File: src/rtl/core/rrsp_pkg.sv
`timescale 1ns / 1ps
`default_nettype none
package rrsp_pkg;

    localparam int MaxRays       = 6;
    localparam int AngleFracBits = 4;
    localparam int DegW          = 9;
    localparam int AngleW        = 13;
    localparam int ColorW        = 24;
    localparam int CfgW          = 48;
    localparam int RayCntW       = 3;
    localparam int StepW         = 4;

    localparam logic [DegW-1:0]   FullTurnDeg = DegW'(360);
    localparam logic [AngleW-1:0] FullTurnFix = AngleW'(360 << AngleFracBits);

    localparam logic [1:0] OpPixel      = 2'd0;
    localparam logic [1:0] OpFrameStart = 2'd1;
    localparam logic [1:0] OpFrameEnd   = 2'd2;

    localparam logic [2:0] CfgRayCount  = 3'd0;
    localparam logic [2:0] CfgStep      = 3'd1;
    localparam logic [2:0] CfgClockwise = 3'd2;
    localparam logic [2:0] CfgSpotlight = 3'd3;
    localparam logic [2:0] CfgColorsA   = 3'd4;
    localparam logic [2:0] CfgColorsB   = 3'd5;
    localparam logic [2:0] CfgColorsC   = 3'd6;

    typedef struct packed {
        logic [RayCntW-1:0] ray_count;
        logic [StepW-1:0]   step_degrees;
        logic               turn_clockwise;
        logic               spotlight_mode;
        logic [CfgW-1:0]    ray_colors_a;
        logic [CfgW-1:0]    ray_colors_b;
        logic [CfgW-1:0]    ray_colors_c;
    } t_cfg;

    // offset of ray i for n rays, i * 360 / n
    function automatic logic [DegW-1:0] ray_offset(input logic [RayCntW-1:0] n,
                                                   input logic [RayCntW-1:0] i);
        logic [DegW-1:0] iw;
        logic [DegW-1:0] r;
        iw = DegW'(i);
        unique case (n)
            3'd2:    r = DegW'(iw * DegW'(180));
            3'd3:    r = DegW'(iw * DegW'(120));
            3'd4:    r = DegW'(iw * DegW'(90));
            3'd5:    r = DegW'(iw * DegW'(72));
            3'd6:    r = DegW'(iw * DegW'(60));
            default: r = '0;
        endcase
        return r;
    endfunction

    // step as signed delta folded into 0..360
    function automatic logic [DegW:0] turn_delta(input logic cw,
                                                 input logic [StepW-1:0] step);
        return cw ? (DegW+1)'(step) : (DegW+1)'(FullTurnDeg) - (DegW+1)'(step);
    endfunction

    function automatic logic [DegW-1:0] wrap_deg(input logic [DegW:0] v);
        return (v >= (DegW+1)'(FullTurnDeg)) ? DegW'(v - (DegW+1)'(FullTurnDeg))
                                             : DegW'(v);
    endfunction

endpackage
`default_nettype wire

File: src/rtl/core/rotating_ray_sweep_painter.sv
`timescale 1ns / 1ps
`default_nettype none
// Rotating ray painter for an LED matrix: a frame start beat latches the frame color,
// each pixel beat (angle in 1/16 degree) is tested against one to six evenly spaced
// rays that sweep step_degrees from the current angle, and a frame end beat moves the
// angle by the step modulo 360. Every beat gives one result beat; a beat is taken each
// cycle while o_in_stall is low, passes an input register and then a result register,
// and all six ray compares sit in the single stage between them.
module rotating_ray_sweep_painter
    import rrsp_pkg::*;
(
    input  wire logic              i_clk,
    input  wire logic              i_rst_n,
    input  wire logic              i_cfg_we,
    input  wire logic [2:0]        i_cfg_idx,
    input  wire logic [CfgW-1:0]   i_cfg_data,
    input  wire logic              i_in_valid,
    output logic                   o_in_stall,
    input  wire logic [1:0]        i_operation,
    input  wire logic [AngleW-1:0] i_pixel_angle,
    input  wire logic [ColorW-1:0] i_frame_color,
    output logic                   o_out_valid,
    input  wire logic              i_out_stall,
    output logic                   o_write_pixel,
    output logic [ColorW-1:0]      o_pixel_color
);

    t_cfg               w_cfg;
    logic               r_in_valid;
    logic [1:0]         r_in_op;
    logic [AngleW-1:0]  r_in_angle;
    logic [ColorW-1:0]  r_in_color;
    logic               r_out_valid;
    logic               r_out_write;
    logic [ColorW-1:0]  r_out_color;
    logic [DegW-1:0]    r_sweep_angle;
    logic [DegW-1:0]    n_sweep_angle;
    logic [ColorW-1:0]  r_latched_color;
    logic               w_advance;
    logic               w_move;
    logic               w_load;
    logic               w_hit;
    logic [ColorW-1:0]  w_color;

    rrsp_cfg u_cfg (
        .i_clk      (i_clk),
        .i_rst_n    (i_rst_n),
        .i_cfg_we   (i_cfg_we),
        .i_cfg_idx  (i_cfg_idx),
        .i_cfg_data (i_cfg_data),
        .o_cfg      (w_cfg)
    );

    rrsp_ray_match u_match (
        .i_angle         (r_in_angle),
        .i_sweep         (r_sweep_angle),
        .i_latched_color (r_latched_color),
        .i_cfg           (w_cfg),
        .o_hit           (w_hit),
        .o_color         (w_color)
    );

    assign w_advance  = !r_out_valid || !i_out_stall;
    assign w_move     = r_in_valid && w_advance;
    assign o_in_stall = r_in_valid && !w_advance;
    assign w_load     = i_in_valid && !o_in_stall;

    assign n_sweep_angle = wrap_deg({1'b0, r_sweep_angle} +
                                    turn_delta(w_cfg.turn_clockwise, w_cfg.step_degrees));

    always_ff @(posedge i_clk) begin
        if (!i_rst_n) begin
            r_in_valid      <= 1'b0;
            r_out_valid     <= 1'b0;
            r_sweep_angle   <= '0;
            r_latched_color <= '0;
        end else begin
            if (w_load) begin
                r_in_valid <= 1'b1;
            end else if (w_move) begin
                r_in_valid <= 1'b0;
            end
            if (w_move) begin
                r_out_valid <= 1'b1;
            end else if (!i_out_stall) begin
                r_out_valid <= 1'b0;
            end
            if (w_move && r_in_op == OpFrameStart) begin
                r_latched_color <= r_in_color;
            end
            if (w_move && r_in_op == OpFrameEnd) begin
                r_sweep_angle <= n_sweep_angle;
            end
        end
    end

    always_ff @(posedge i_clk) begin
        if (w_load) begin
            r_in_op    <= i_operation;
            r_in_angle <= i_pixel_angle;
            r_in_color <= i_frame_color;
        end
        if (w_move) begin
            r_out_write <= (r_in_op == OpPixel) && w_hit;
            r_out_color <= (r_in_op == OpPixel) ? w_color : '0;
        end
    end

    assign o_out_valid   = r_out_valid;
    assign o_write_pixel = r_out_write;
    assign o_pixel_color = r_out_color;

`ifndef SYNTHESIS
    a_sweep_range: assert property (@(posedge i_clk) disable iff (!i_rst_n)
        1'b1 |-> r_sweep_angle < FullTurnDeg)
        else $error("sweep angle out of range");

    a_sweep_hold: assert property (@(posedge i_clk) disable iff (!i_rst_n)
        !(w_move && r_in_op == OpFrameEnd) |=> $stable(r_sweep_angle))
        else $error("sweep angle moved without frame end");

    a_in_hold: assert property (@(posedge i_clk) disable iff (!i_rst_n)
        o_in_stall |=> r_in_valid && $stable(r_in_op) && $stable(r_in_angle))
        else $error("input register lost a stalled beat");

    a_color_zero: assert property (@(posedge i_clk) disable iff (!i_rst_n)
        o_out_valid && !o_write_pixel |-> o_pixel_color == '0)
        else $error("color set without pixel write");
`endif

endmodule
`default_nettype wire

File: src/rtl/core/rrsp_cfg.sv
`timescale 1ns / 1ps
`default_nettype none
module rrsp_cfg
    import rrsp_pkg::*;
(
    input  wire logic            i_clk,
    input  wire logic            i_rst_n,
    input  wire logic            i_cfg_we,
    input  wire logic [2:0]      i_cfg_idx,
    input  wire logic [CfgW-1:0] i_cfg_data,
    output t_cfg                 o_cfg
);

    t_cfg r_cfg;

    always_ff @(posedge i_clk) begin
        if (!i_rst_n) begin
            r_cfg.ray_count      <= RayCntW'(1);
            r_cfg.step_degrees   <= StepW'(1);
            r_cfg.turn_clockwise <= 1'b1;
            r_cfg.spotlight_mode <= 1'b0;
            r_cfg.ray_colors_a   <= '0;
            r_cfg.ray_colors_b   <= '0;
            r_cfg.ray_colors_c   <= '0;
        end else if (i_cfg_we) begin
            unique case (i_cfg_idx)
                CfgRayCount:  r_cfg.ray_count      <= i_cfg_data[RayCntW-1:0];
                CfgStep:      r_cfg.step_degrees   <= i_cfg_data[StepW-1:0];
                CfgClockwise: r_cfg.turn_clockwise <= i_cfg_data[0];
                CfgSpotlight: r_cfg.spotlight_mode <= i_cfg_data[0];
                CfgColorsA:   r_cfg.ray_colors_a   <= i_cfg_data;
                CfgColorsB:   r_cfg.ray_colors_b   <= i_cfg_data;
                CfgColorsC:   r_cfg.ray_colors_c   <= i_cfg_data;
                default: begin
                end
            endcase
        end
    end

    assign o_cfg = r_cfg;

endmodule
`default_nettype wire

File: src/rtl/core/rrsp_ray_match.sv
`timescale 1ns / 1ps
`default_nettype none
module rrsp_ray_match
    import rrsp_pkg::*;
(
    input  wire logic [AngleW-1:0] i_angle,
    input  wire logic [DegW-1:0]   i_sweep,
    input  wire logic [ColorW-1:0] i_latched_color,
    input  wire t_cfg              i_cfg,
    output logic                   o_hit,
    output logic [ColorW-1:0]      o_color
);

    logic [AngleW-1:0]         w_a;
    logic [RayCntW-1:0]        w_n;
    logic [DegW:0]             w_delta;
    logic                      w_incr;
    logic [3*CfgW-1:0]         w_all_colors;
    logic [DegW-1:0]           w_sdeg [MaxRays];
    logic [DegW-1:0]           w_edeg [MaxRays];
    logic [AngleW-1:0]         w_s    [MaxRays];
    logic [AngleW-1:0]         w_e    [MaxRays];
    logic [MaxRays-1:0]        w_arc;
    logic [MaxRays-1:0]        w_hit;
    logic [ColorW-1:0]         w_color;

    assign w_a = (i_angle >= FullTurnFix) ? i_angle - FullTurnFix : i_angle;

    always_comb begin
        if (i_cfg.ray_count == '0) begin
            w_n = RayCntW'(1);
        end else if (i_cfg.ray_count > RayCntW'(MaxRays)) begin
            w_n = RayCntW'(MaxRays);
        end else begin
            w_n = i_cfg.ray_count;
        end
    end

    assign w_delta      = turn_delta(i_cfg.turn_clockwise, i_cfg.step_degrees);
    assign w_incr       = i_cfg.turn_clockwise && (i_cfg.step_degrees != '0);
    assign w_all_colors = {i_cfg.ray_colors_c, i_cfg.ray_colors_b, i_cfg.ray_colors_a};

    always_comb begin
        for (int i = 0; i < MaxRays; i++) begin
            w_sdeg[i] = wrap_deg({1'b0, i_sweep} +
                                 {1'b0, ray_offset(w_n, RayCntW'(i))});
            w_edeg[i] = wrap_deg({1'b0, w_sdeg[i]} + w_delta);
            w_s[i]    = AngleW'(w_sdeg[i]) << AngleFracBits;
            w_e[i]    = AngleW'(w_edeg[i]) << AngleFracBits;
            if (w_incr) begin
                w_arc[i] = (w_s[i] <= w_e[i]) ? (w_a >= w_s[i] && w_a <= w_e[i])
                                              : (w_a >= w_s[i] || w_a <= w_e[i]);
            end else begin
                w_arc[i] = (w_e[i] <= w_s[i]) ? (w_a >= w_e[i] && w_a <= w_s[i])
                                              : (w_a >= w_e[i] || w_a <= w_s[i]);
            end
            w_hit[i] = w_arc[i] && (RayCntW'(i) < w_n);
        end
    end

    // highest matching ray wins in spotlight mode
    always_comb begin
        w_color = i_latched_color;
        if (i_cfg.spotlight_mode) begin
            for (int i = 0; i < MaxRays; i++) begin
                if (w_hit[i]) begin
                    w_color = w_all_colors[i*ColorW +: ColorW];
                end
            end
        end
    end

    assign o_hit   = |w_hit;
    assign o_color = o_hit ? w_color : '0;

endmodule
`default_nettype wire
File: config.mk
export PLATFORM = sky130hd
export DESIGN_NAME = rotating_ray_sweep_painter
export DESIGN_NICKNAME = d
export VERILOG_FILES = /design/src/rtl/core/rrsp_pkg.sv /design/src/rtl/core/rotating_ray_sweep_painter.sv /design/src/rtl/core/rrsp_cfg.sv /design/src/rtl/core/rrsp_ray_match.sv
export SDC_FILE = /design/constraint.sdc
export NUM_CORES = 1
export LEC_CHECK = 0
export BUFFER_PORTS_ARGS = -buffer_cell sky130_fd_sc_hd__buf_2
export CAP_MARGIN = 20
export CORE_UTILIZATION = 44
export CTS_CLUSTER_SIZE = 14
export DETAILED_ROUTE_END_ITERATION = 16
export MAX_ROUTING_LAYER = met4
export PLACE_DENSITY = 0.59
export SYNTH_ARGS = -nofsm -noshare
export SYNTH_HDL_FRONTEND = slang
export SYNTH_SLANG_ARGS = --single-unit
File: constraint.sdc
create_clock -name i_clk -period 9.4 [get_ports i_clk]
set_clock_uncertainty 0.1 [all_clocks]
set_input_delay 0.47 -clock i_clk [delete_from_list [all_inputs] [get_ports i_clk]]
set_output_delay 0.47 -clock i_clk [all_outputs]
set_load 0.02 [all_outputs]
==> metrics.md <==
| Metric | Value |
|---|---|
| Largest fanout on the critical path | `17` |
| Async set-reset flop share out of synthesis | `0` |
| Count of H-tree levels built during CTS | `1` |
| Final hold viol count | `0` |
| Synthesized-area fraction occupied by and/or/nand/nor cells | `0.209` |
| Std-Cell Core Area | `45,500 sq um` |
| Clock network latency to the later pin of the worst-skew pair | `0.57 ns` |
| Overall die width | `217 um` |
| Sum of negative setup slack | `0 ns` |
| Main combinational cell family by area after synthesis | `compound AO/OA/AOI/OAI gates` |
| CP Data Required Time | `9.62 ns` |
| Crit-path most repeated cell | `ha_1` |
| Net count after synthesis | `2,858` |
| CP Launch Type | `flop` |
| Layout-stage area growth over the synthesis result | `15.3%` |
| Category of the critical setup timing path | `flop to flop` |
| Io pins | `122` |
| Destination of the worst register-to-register timing path | `o_pixel_color[16]` |
| Wire length of the first global-routing pass | `104,000 um` |
| Number of synthesis warnings | `0` |
| Maximum number of pins on one net before global-route repair | `106` |
| Maximum cell stage delay along the critical path | `0.42 ns` |
| Die area | `47,100 sq um` |
| Share of layout cells above drive strength 1 | `0.129` |
| CP arrival | `9.15 ns` |
| Leakage power figure | `9.66 nW` |
| Vias per Instance | `5.87` |
| Maximum operating frequency | `112 MHz` |
| Maximum root-to-sink buffer count | `3` |
| Number of filler cells placed in the layout | `4,396` |
| Effective utilization at floorplan | `0.447` |
| Average footprint of a synthesized cell | `8.03 sq um` |
| Vias after detailed routing | `19,400` |
| Highest-count cells in the layout ignoring fill and taps | `441 x nand2_1, 263 x a21oi_1, 224 x ha_1, 184 x dfxtp_1, 153 x nor2_1` |
| Worst Setup End Kind | `flop` |
| Total wire length after detailed routing | `67,100 um` |
| Area share of xor/xnor cells in the synthesized design | `0.0515` |
| Hold Slack | `0.0636 ns` |
| Register clock-pin slew on the reported worst setup and hold paths | `0.07 ns` |
| Cell at the root of the clock tree | `clkbuf_16` |
| Total number of nets in the final design | `3,011` |
| Cell at the slowest stage of the critical path | `maj3_1` |
| Final setup violation count | `0` |
| Comb power frac | `0.242` |
| Post-route ant nets | `0` |
| Commonest non-fill, non-tap cell in the layout | `nand2_1` |
| Post-synthesis sequential area ratio | `0.280` |
| # rows | `78` |
| Switching power summed over all nets | `0.916 mW` |
| Die span in y | `217 um` |
| Initial antenna violation count | `3` |
| Final Cycle Share | `0.950` |
| Post-detailed-route DRC marker count | `0` |
| Pwr per Cell Area | `127 nW/um^2` |
| Cell depth of the worst flop-to-flop path | `37` |
| TritonCTS buffer count | `28` |
| Maximum resistive drop on vdd | `0.000164 V` |
| Clock tree from TritonCTS | `built` |
| Post-synth EDFFs | `64` |
| Launch point of the worst path | `u_cfg.o_cfg[151]` |
| Total Power Consumption | `2.98 mW` |
| Detailed-placement wirelength estimate | `49,400 um` |
| DRC marker count from the first detailed-route iteration | `1,303` |
| Switching part of the total | `0.308` |
| Worst max-slew margin expressed relative to the limit | `0.277` |
| Reg-to-reg critical path startpoint | `u_cfg.o_cfg[151]` |
| Routed wire length per instance | `20.3 um` |
| Quantity of I/O buffers inserted on ports | `121` |
| Setup slack of the worst register-to-register path | `0.47 ns` |
| Complex-gate fraction of the synthesized area | `0.231` |
| Synth Area in Adders | `0.148` |
| Path class of the lowest-slack min-delay path | `input pin to flop` |
| Flip-flop and latch count after synthesis | `252` |
| Vias in the first global route | `18,800` |
| DR pass1 iterations | `5` |
| Slew at the pin closest to its max-slew limit | `1.09 ns` |
| Period minus WS final | `8.93 ns` |
| Primary flip-flop cell chosen by synthesis mapping | `dfxtp_1` |
| Global placer's final weighted congestion | `0.960` |
| Clock share of power | `0.365` |
| Post-Synthesis Cell Area | `20,300 sq um` |
| Multiplexer share of the synthesized area | `0.0358` |
| Run status | `finished, final reports clean` |
| Total global routing overflow | `0` |
| Max-cap viol count | `0` |
| Clock tree sinks | `252` |
| Sequential cell fraction of total power | `0.393` |
| Overall global routing resource usage | `0.288` |
| Number of pins with negative max-slew slack in the final report | `0` |
| Cell variety after synth | `89` |
| Number of cells produced by synthesis | `2,533` |
| Crit path capture | `o_pixel_color[16]` |
| Cell Int Power | `2.06 mW` |
worst max-delay path: cells and delay by family, from the launching register on:
kind | cells | cell delay (ns)
fa+ha+maj | 6 | 2.09
simple gates | 8 | 1.96
flops | 1 | 0.39
compound gates | 17 | 3.16
xor+xnor | 2 | 0.32
buf+inv | 4 | 0.63
state kept, by name, summed over array words and instances (netlist names):
| name | flops |
|---|---|
| o_out_valid | 1 |
| o_pixel_color | 24 |
| o_write_pixel | 1 |
| r_in_angle | 13 |
| r_in_color | 24 |
| r_in_op | 2 |
| r_in_valid | 1 |
| r_latched_color | 24 |
| r_sweep_angle | 9 |
| u_cfg.o_cfg | 153 |
worst min-delay path by stage:
stage	startpoint	to	slack (ns)	cells after the start
floorplan	u_cfg.o_cfg[24]	u_cfg.o_cfg[24]	0.33	2
global placement	u_cfg.o_cfg[24]	u_cfg.o_cfg[24]	0.34	2
detailed placement	u_cfg.o_cfg[17]	u_cfg.o_cfg[17]	0.34	2
CTS	i_in_valid	r_in_valid	0.04	3
global route	i_cfg_data[26]	u_cfg.o_cfg[26]	0.06	3
finish	i_in_valid	r_in_valid	0.06	3
cell usage after synthesis (24+ instances only):
cell	instances	area share
nand2_1	443	0.082
a21oi_1	270	0.066
ha_1	224	0.14
dfxtp_1	188	0.19
nor2_1	156	0.029
inv_1	131	0.024
clkbuf_1	85	0.016
o21ai_0	85	0.021
xnor2_1	75	0.032
edfxtp_1	64	0.095
a21o_1	49	0.018
nand3_1	49	0.012
a211oi_1	43	0.016
and3_1	40	0.012
mux2i_1	40	0.020
nand2b_1	35	0.011
xor2_1	35	0.015
nor3_1	34	0.0084
o21a_1	33	0.012
o211ai_1	31	0.011
mux2_2	27	0.015
nor3b_1	27	0.010
nor2b_1	24	0.0074
layout make-up:
type	instances	area, sq um	area share
diodes	3	7.51	0.000320
clock buffers	38	801	0.0342
clock inverters	14	109	0.00464
inverters	135	512	0.0218
multi-input cells	2045	14000	0.597
flip-flops and latches	252	5690	0.243
well taps	600	751	0.0320
repair buffers	224	1560	0.0667
through the flow:
step           area (sq um)   util  setup WS (ns)  std cells
2_1_floorplan         20300      -          0.837       2533
6_report              23400  0.515          0.474       3311
5_1_grt               23400  0.515       -0.00844       3311
4_1_cts               23100  0.507         0.0865       3296
3_5_place_dp          21800  0.478         -0.171       3205
3_3_place_gp          21700  0.478         0.0959       3204
per-layer routing:
metal  GRT usage  up-vias  share of wire  routed length, um
li1            -     9465              -                  -
met1       0.353     9276           0.43              28800
met2       0.483      578           0.48              32200
met3      0.0351      129          0.054               3600
met4       0.106        0          0.037               2510
met5           -        -              0                  0
timing repair:
action / CTS / global route
setup buffers: 0 / 10
hold buffers: 39 / 0
pin swaps: 0 / 10
endpoints found under the hold margin: 39 / 0
resized for setup: 7 / 49
setup endpoints to repair: 25 / 25
kinds of logic (layout without fill, tap and decap cells):
family,after synthesis,count (layout)
other,0,3
AND/OR/NAND/NOR,912,912
flip-flops,252,252
XOR/XNOR,114,114
multiplexers,68,68
adder cells (fa/ha/maj),238,238
AO/OA/AOI/OAI,713,713
buffers and inverters,236,411
power by group through the flow:
| stage | combinational [mW] | clock, mW | sequential, mW |
|---|---|---|---|
| global placement | 0.667 | 0 | 1.19 |
| floorplan | 0.467 | 0 | 1.19 |
| CTS | 0.702 | 1.11 | 1.17 |
| detailed placement | 0.685 | 0 | 1.19 |
| global route | 0.794 | 1.14 | 1.17 |
| finish | 0.722 | 1.09 | 1.17 |
(Power assumes the default switching activity.)
